`config.mk`:
```
export PLATFORM = sky130hd
export DESIGN_NAME = bal_ctrl
export DESIGN_NICKNAME = d
export VERILOG_FILES = /design/src/hdl/bal_pkg.sv /design/src/hdl/bal_ctrl.sv
export SDC_FILE = /design/constraint.sdc
export NUM_CORES = 1
export LEC_CHECK = 0
export ABC_CLOCK_PERIOD_IN_PS = 2650
export BUFFER_PORTS_ARGS = -buffer_cell sky130_fd_sc_hd__buf_2
export CAP_MARGIN = 20
export CORE_MARGIN = 2
export CORE_UTILIZATION = 53
export CTS_CLUSTER_DIAMETER = 40
export DETAILED_ROUTE_END_ITERATION = 10
export GPL_ROUTABILITY_DRIVEN = 0
export GPL_TIMING_DRIVEN = 0
export HOLD_SLACK_MARGIN = 0.12
export PLACE_DENSITY = 0.78
export SYNTH_ARGS = -nofsm -noshare
export SYNTH_HDL_FRONTEND = slang
export SYNTH_SLANG_ARGS = --single-unit
```
`constraint.sdc`:
```
create_clock -name clock -period 2.65 [get_ports clock]
set_input_delay 0.1325 -clock clock [delete_from_list [all_inputs] [get_ports clock]]
set_output_delay 0.1325 -clock clock [all_outputs]
set_load 0.005 [all_outputs]
```
`src/hdl/bal_pkg.sv`:
```
`default_nettype none
package bal_pkg;

   localparam int DEF_MAX_POOL_ORDER  = 16;
   localparam int DEF_MIN_BLOCK_ORDER = 6;
   localparam int DEF_HEADER_BYTES    = 24;

   localparam int SIZE_W   = 17;
   localparam int ADDR_W   = 16;
   localparam int CFG_W    = 5;
   localparam int STATUS_W = 2;
   localparam int TAG_W    = 2;

   localparam logic [STATUS_W-1:0] STATUS_ALLOC_OK      = 2'd0;
   localparam logic [STATUS_W-1:0] STATUS_ALLOC_REFUSED = 2'd1;
   localparam logic [STATUS_W-1:0] STATUS_FREED         = 2'd2;
   localparam logic [STATUS_W-1:0] STATUS_FREE_IGNORED  = 2'd3;

   localparam logic [TAG_W-1:0] TAG_UNUSED   = 2'd0;
   localparam logic [TAG_W-1:0] TAG_AVAIL    = 2'd1;
   localparam logic [TAG_W-1:0] TAG_RESERVED = 2'd2;

   localparam logic MODE_ALLOC = 1'b0;
   localparam logic MODE_FREE  = 1'b1;

   typedef struct packed {
      logic              mode;
      logic [SIZE_W-1:0] request_size;
      logic [ADDR_W-1:0] user_address;
   } req_type;

   typedef struct packed {
      logic [ADDR_W-1:0]   granted_address;
      logic [STATUS_W-1:0] status;
   } rsp_type;

   // datapath micro-operations
   typedef enum logic [4:0] {
      OP_NOP, OP_LOAD, OP_CLR, OP_INIT, OP_KSTEP, OP_TSTART, OP_TSTEP, OP_TTAKE,
      OP_UNLINK, OP_SPLIT1, OP_SPLIT2, OP_ADONE, OP_FMARK, OP_FBUD, OP_FMERGE,
      OP_FGROW, OP_PUSH1, OP_PUSH2
   } op_type;

   typedef struct packed {
      op_type              op;
      logic                rsp_fire;
      logic [STATUS_W-1:0] rsp_code;
   } cmd_type;

   typedef struct packed {
      logic mode;
      logic bad_size;
      logic k_over;
      logic k_fit;
      logic t_over;
      logic t_empty;
      logic t_gt_k;
      logic f_bad;
      logic not_res;
      logic can_merge;
      logic bud_ok;
      logic clr_last;
   } stat_type;

endpackage
`default_nettype wire

```
`src/hdl/bal_ctrl.sv`:
```
`default_nettype none
module bal_ctrl (
   input  wire logic              clock,
   input  wire logic              reset,
   input  wire logic              start,
   input  wire logic              csr_write_enable,
   input  wire bal_pkg::stat_type stat,
   output bal_pkg::cmd_type       cmd,
   output logic                   busy
);

   typedef enum logic [12:0] {
      S_IDLE   = 13'b0000000000001,
      S_CLR    = 13'b0000000000010,
      S_INIT   = 13'b0000000000100,
      S_DISP   = 13'b0000000001000,
      S_KSCAN  = 13'b0000000010000,
      S_TSCAN  = 13'b0000000100000,
      S_UNLINK = 13'b0000001000000,
      S_SPLIT  = 13'b0000010000000,
      S_SPLIT2 = 13'b0000100000000,
      S_FCHK   = 13'b0001000000000,
      S_FBUD   = 13'b0010000000000,
      S_FGROW  = 13'b0100000000000,
      S_PUSH2  = 13'b1000000000000
   } state_type;

   state_type state_ff, state_in;

   always_comb begin
      state_in     = state_ff;
      cmd.op       = bal_pkg::OP_NOP;
      cmd.rsp_fire = 1'b0;
      cmd.rsp_code = bal_pkg::STATUS_ALLOC_OK;
      case (state_ff)
         S_IDLE: begin
            if (start) begin
               cmd.op   = bal_pkg::OP_LOAD;
               state_in = S_DISP;
            end
         end
         S_CLR: begin
            cmd.op = bal_pkg::OP_CLR;
            if (stat.clr_last) state_in = S_INIT;
         end
         S_INIT: begin
            cmd.op   = bal_pkg::OP_INIT;
            state_in = S_IDLE;
         end
         S_DISP: begin
            if (stat.mode == bal_pkg::MODE_ALLOC) begin
               if (stat.bad_size) begin
                  cmd.rsp_fire = 1'b1;
                  cmd.rsp_code = bal_pkg::STATUS_ALLOC_REFUSED;
                  state_in     = S_IDLE;
               end else begin
                  state_in = S_KSCAN;
               end
            end else if (stat.f_bad || stat.not_res) begin
               cmd.rsp_fire = 1'b1;
               cmd.rsp_code = bal_pkg::STATUS_FREE_IGNORED;
               state_in     = S_IDLE;
            end else begin
               cmd.op   = bal_pkg::OP_FMARK;
               state_in = S_FCHK;
            end
         end
         S_KSCAN: begin
            if (stat.k_over) begin
               cmd.rsp_fire = 1'b1;
               cmd.rsp_code = bal_pkg::STATUS_ALLOC_REFUSED;
               state_in     = S_IDLE;
            end else if (stat.k_fit) begin
               cmd.op   = bal_pkg::OP_TSTART;
               state_in = S_TSCAN;
            end else begin
               cmd.op = bal_pkg::OP_KSTEP;
            end
         end
         S_TSCAN: begin
            if (stat.t_over) begin
               cmd.rsp_fire = 1'b1;
               cmd.rsp_code = bal_pkg::STATUS_ALLOC_REFUSED;
               state_in     = S_IDLE;
            end else if (stat.t_empty) begin
               cmd.op = bal_pkg::OP_TSTEP;
            end else begin
               cmd.op   = bal_pkg::OP_TTAKE;
               state_in = S_UNLINK;
            end
         end
         S_UNLINK: begin
            cmd.op   = bal_pkg::OP_UNLINK;
            state_in = S_SPLIT;
         end
         S_SPLIT: begin
            if (stat.t_gt_k) begin
               cmd.op   = bal_pkg::OP_SPLIT1;
               state_in = S_SPLIT2;
            end else begin
               cmd.op       = bal_pkg::OP_ADONE;
               cmd.rsp_fire = 1'b1;
               cmd.rsp_code = bal_pkg::STATUS_ALLOC_OK;
               state_in     = S_IDLE;
            end
         end
         S_SPLIT2: begin
            cmd.op   = bal_pkg::OP_SPLIT2;
            state_in = S_SPLIT;
         end
         S_FCHK: begin
            if (stat.can_merge) begin
               cmd.op   = bal_pkg::OP_FBUD;
               state_in = S_FBUD;
            end else begin
               cmd.op   = bal_pkg::OP_PUSH1;
               state_in = S_PUSH2;
            end
         end
         S_FBUD: begin
            if (stat.bud_ok) begin
               cmd.op   = bal_pkg::OP_FMERGE;
               state_in = S_FGROW;
            end else begin
               cmd.op   = bal_pkg::OP_PUSH1;
               state_in = S_PUSH2;
            end
         end
         S_FGROW: begin
            cmd.op   = bal_pkg::OP_FGROW;
            state_in = S_FCHK;
         end
         S_PUSH2: begin
            cmd.op       = bal_pkg::OP_PUSH2;
            cmd.rsp_fire = 1'b1;
            cmd.rsp_code = bal_pkg::STATUS_FREED;
            state_in     = S_IDLE;
         end
         default: state_in = S_CLR;
      endcase
      // a pool order write restarts the clear pass
      if (csr_write_enable) begin
         cmd.op       = bal_pkg::OP_NOP;
         cmd.rsp_fire = 1'b0;
         state_in     = S_CLR;
      end
   end

   always_ff @(posedge clock) begin
      if (reset) state_ff <= S_CLR;
      else       state_ff <= state_in;
   end

   assign busy = state_ff != S_IDLE;

   a_accept_busy: assert property (@(posedge clock) disable iff (reset)
      start && !busy |=> busy)
      else $error("accepted beat did not raise busy");

   a_cfg_clears: assert property (@(posedge clock) disable iff (reset)
      csr_write_enable |=> (state_ff == S_CLR))
      else $error("pool order write did not start the clear pass");

   a_clr_only_clears: assert property (@(posedge clock) disable iff (reset)
      (state_ff == S_CLR) && !csr_write_enable |-> (cmd.op == bal_pkg::OP_CLR))
      else $error("clear pass issued another operation");

endmodule
`default_nettype wire

```
==> reports/results.ini <==
[cts]
h-tree-depth=1
clk_pin_slew_worst_paths_ns=0.08
cts_tree=done
postCtsSetupBuffers=0
ctsLongestPathBuffers=2
cts_buffers=3
root_buffer=clkbuf_4
clock_sinks=13
worstSkewPairLatency_ns=0.29

[synthesis]
async_flop_share_pct=0
syn_area_per_cell_um2=7.669
synth_area_leaders=dfxtp_1, nor2_1, o21ai_0
ys_types=51
yosys.area.top_type=dfxtp_1
synth-seq-cells=13
synth_top_cell_area_share_pct=23.09
synth_cells=147
syn-num-nets=163
synthesis.area_mm2=0.001127
yosys-top-cells-count=nor2_1, dfxtp_1, nand2_1
synth-edff-count=0
synth_flop_cell=dfxtp_1
synth_most_common_cell=nor2_1
ys_seq_area_share_pct=23.09
yosys_warnings=0

[status]
status=completed

[place]
placedCellCount=197
port_buffers=23
hpwl_um=2331
place_ws_ns=0.4000

[drt]
drt_wl_total_um=3130
wire_per_inst_um=15.42
vias_per_cell=6.330
drc=0
final_antenna_net_count=0
highest_layer=met4
wl_met3_um=196
met1Wirelength_um=1306
vias=1285
drt-initial-drc-count=40
wl_met2_um=1552
first_pass_iters=4

[die]
rows=16
initial_core_util_pct=56.88
die_y_um=50.12
die_area_mm2=0.002512
die_w_um=50.12
core_mm2=0.001982
io_pins=25

[cells_and_area]
reg.largest.list=state_ff (13)
antenna_cells=0
final_cells=203
largest_register=state_ff
largest_reg_flops=13
final_core_util_pct=68.06
nets=193
final_layout_size_suffix_gt1_share_pct=29.55
multiInputGateArea_um2=812.0
fillers=170
areaGrowthSynthToFinish_pct=19.64
area.sequential_um2=260.3

[setup_path]
worstReg2RegStart=state_ff[6]
r2r_cells=6
r2r-end=state_ff[1]
crit_required_ns=2.52
ff2ff_setup_slack_ns=0.58
cp-startpoint=state_ff[6]
arrival_ns=2.45
crit_path_max_fanout=8
worstSetupEndpointType=output pin
endpoint=cmd[3]
cp-start-kind=flop
path_class=flop to output pin

[global_routing]
grt_pass1_wl_um=5237
grt-ovfl-total=0
grt_start_max_net_pins=11
antenna_found_initial=0
grt_pass1_vias=1216
grtUsageTotal_pct=27.37

[timing]
rsz0062_at_grt=no
fin_crit_sh_pct=97.53
finalSetupViolCount=0
max_freq_ghz=0.3869
max_slew.worst_pin.slew_ns=0.7094
hold_viol=0
period_needed_ns=2.585
setup_slack_ns=0.06538
max_slew_margin_pct=52.32
report.final.slew_viol_count=0
finClkSkew_ns=0.004585
whs_ns=0.1354
tns_ns=0

[power]
power_density_mw_per_mm2=293.6
p_leak_nw=0.5422
peakVddDrop_v=0.0002559

[job]
max_cap_viol_count=0

[hold_path]
hold_class=input port to flop

## repair_timing
item | CTS | global route
hold buffers | 2 | 0
endpoints found under the hold margin | 2 | 0
gates resized for setup | 0 | 5
setup endpoints to repair | 0 | 4
## cells in the final DEF (no fill, tap or decap), types with 2 or more instances in the layout
cell,Yosys,routed
o21ai_0,10,10
nand2_1,13,13
nor2_1,20,20
xor2_1,2,2
a41oi_1,3,3
nor2b_1,2,2
inv_1,2,2
clkbuf_4,0,3
buf_2,7,30
or2_2,2,2
xnor2_1,3,3
or4_4,1,2
nor3_2,1,3
a21oi_1,4,4
dfxtp_1,13,13
and3_1,4,4
buf_6,2,2
nor3b_1,5,5
o2111ai_1,2,2
nand3b_1,3,3
dlygate4sd3_1,0,2
a31oi_1,4,4
clkbuf_1,3,4
nor4_2,1,2
nand2b_1,3,3
nor4_1,7,6
## worst max-delay path, cell delays in order, from the launching register on
cell	delay, ns
dfxtp_1	0.31
clkbuf_2	0.16
nor4_2	0.68
and4b_1	0.32
a31oi_1	0.07
o2111a_1	0.20
a311oi_2	0.26
buf_2	0.16
## through the flow
step	total power, W	instance area, um^2
global route	0.0004180	1349
finish	0.0003961	1349
CTS	0.0003928	1323
floorplan	0.0002376	1127
global placement	0.0002587	1276
detailed placement	0.0002608	1276
## power breakdown
part           internal, W   total, W  switching, W
sequential        0.000197   0.000198   0.000000644
clock            0.0000586   0.000134     0.0000749
combinational    0.0000288  0.0000649     0.0000362
## worst min-delay path by stage
stage / startpoint / to / slack [ns] / cells past startpoint
detailed placement: stat[6] / state_ff[6] / 0.35 / 2
global route: stat[8] / state_ff[5] / 0.14 / 3
floorplan: stat[6] / state_ff[6] / 0.21 / 1
finish: stat[8] / state_ff[5] / 0.14 / 3
global placement: stat[6] / state_ff[6] / 0.34 / 2
CTS: stat[8] / state_ff[5] / 0.13 / 3
## cell families (layout without fill, tap and decap cells)
| logic type | count (synthesis) | count (layout) | share of synthesized area [%] |
|---|---|---|---|
| XOR/XNOR | 5 | 5 | 3.885 |
| flip-flops | 13 | 13 | 23.09 |
| multiplexers | 1 | 1 | 0.8879 |
| buffers and inverters | 15 | 44 | 7.213 |
| AO/OA/AOI/OAI | 34 | 34 | 21.42 |
| AND/OR/NAND/NOR | 79 | 79 | 43.51 |
## area by class of cell
cell class	instances	share of cell area, %
Multi-Input combinational cell	119	60.20
Sequential cell	13	19.30
Timing Repair Buffer	25	10.02
Buffer	13	5.473
Tap cell	27	2.505
Clock buffer	4	1.948
Inverter	2	0.5566
## layer usage
layer / track usage, % / up-vias
met2: 46.71 / 59
met3: 5.758 / 13
met5: 0 / -
li1: - / 617
met4: 15.74 / 0
met1: 31.04 / 596
Power figures use the tool's default switching activity.
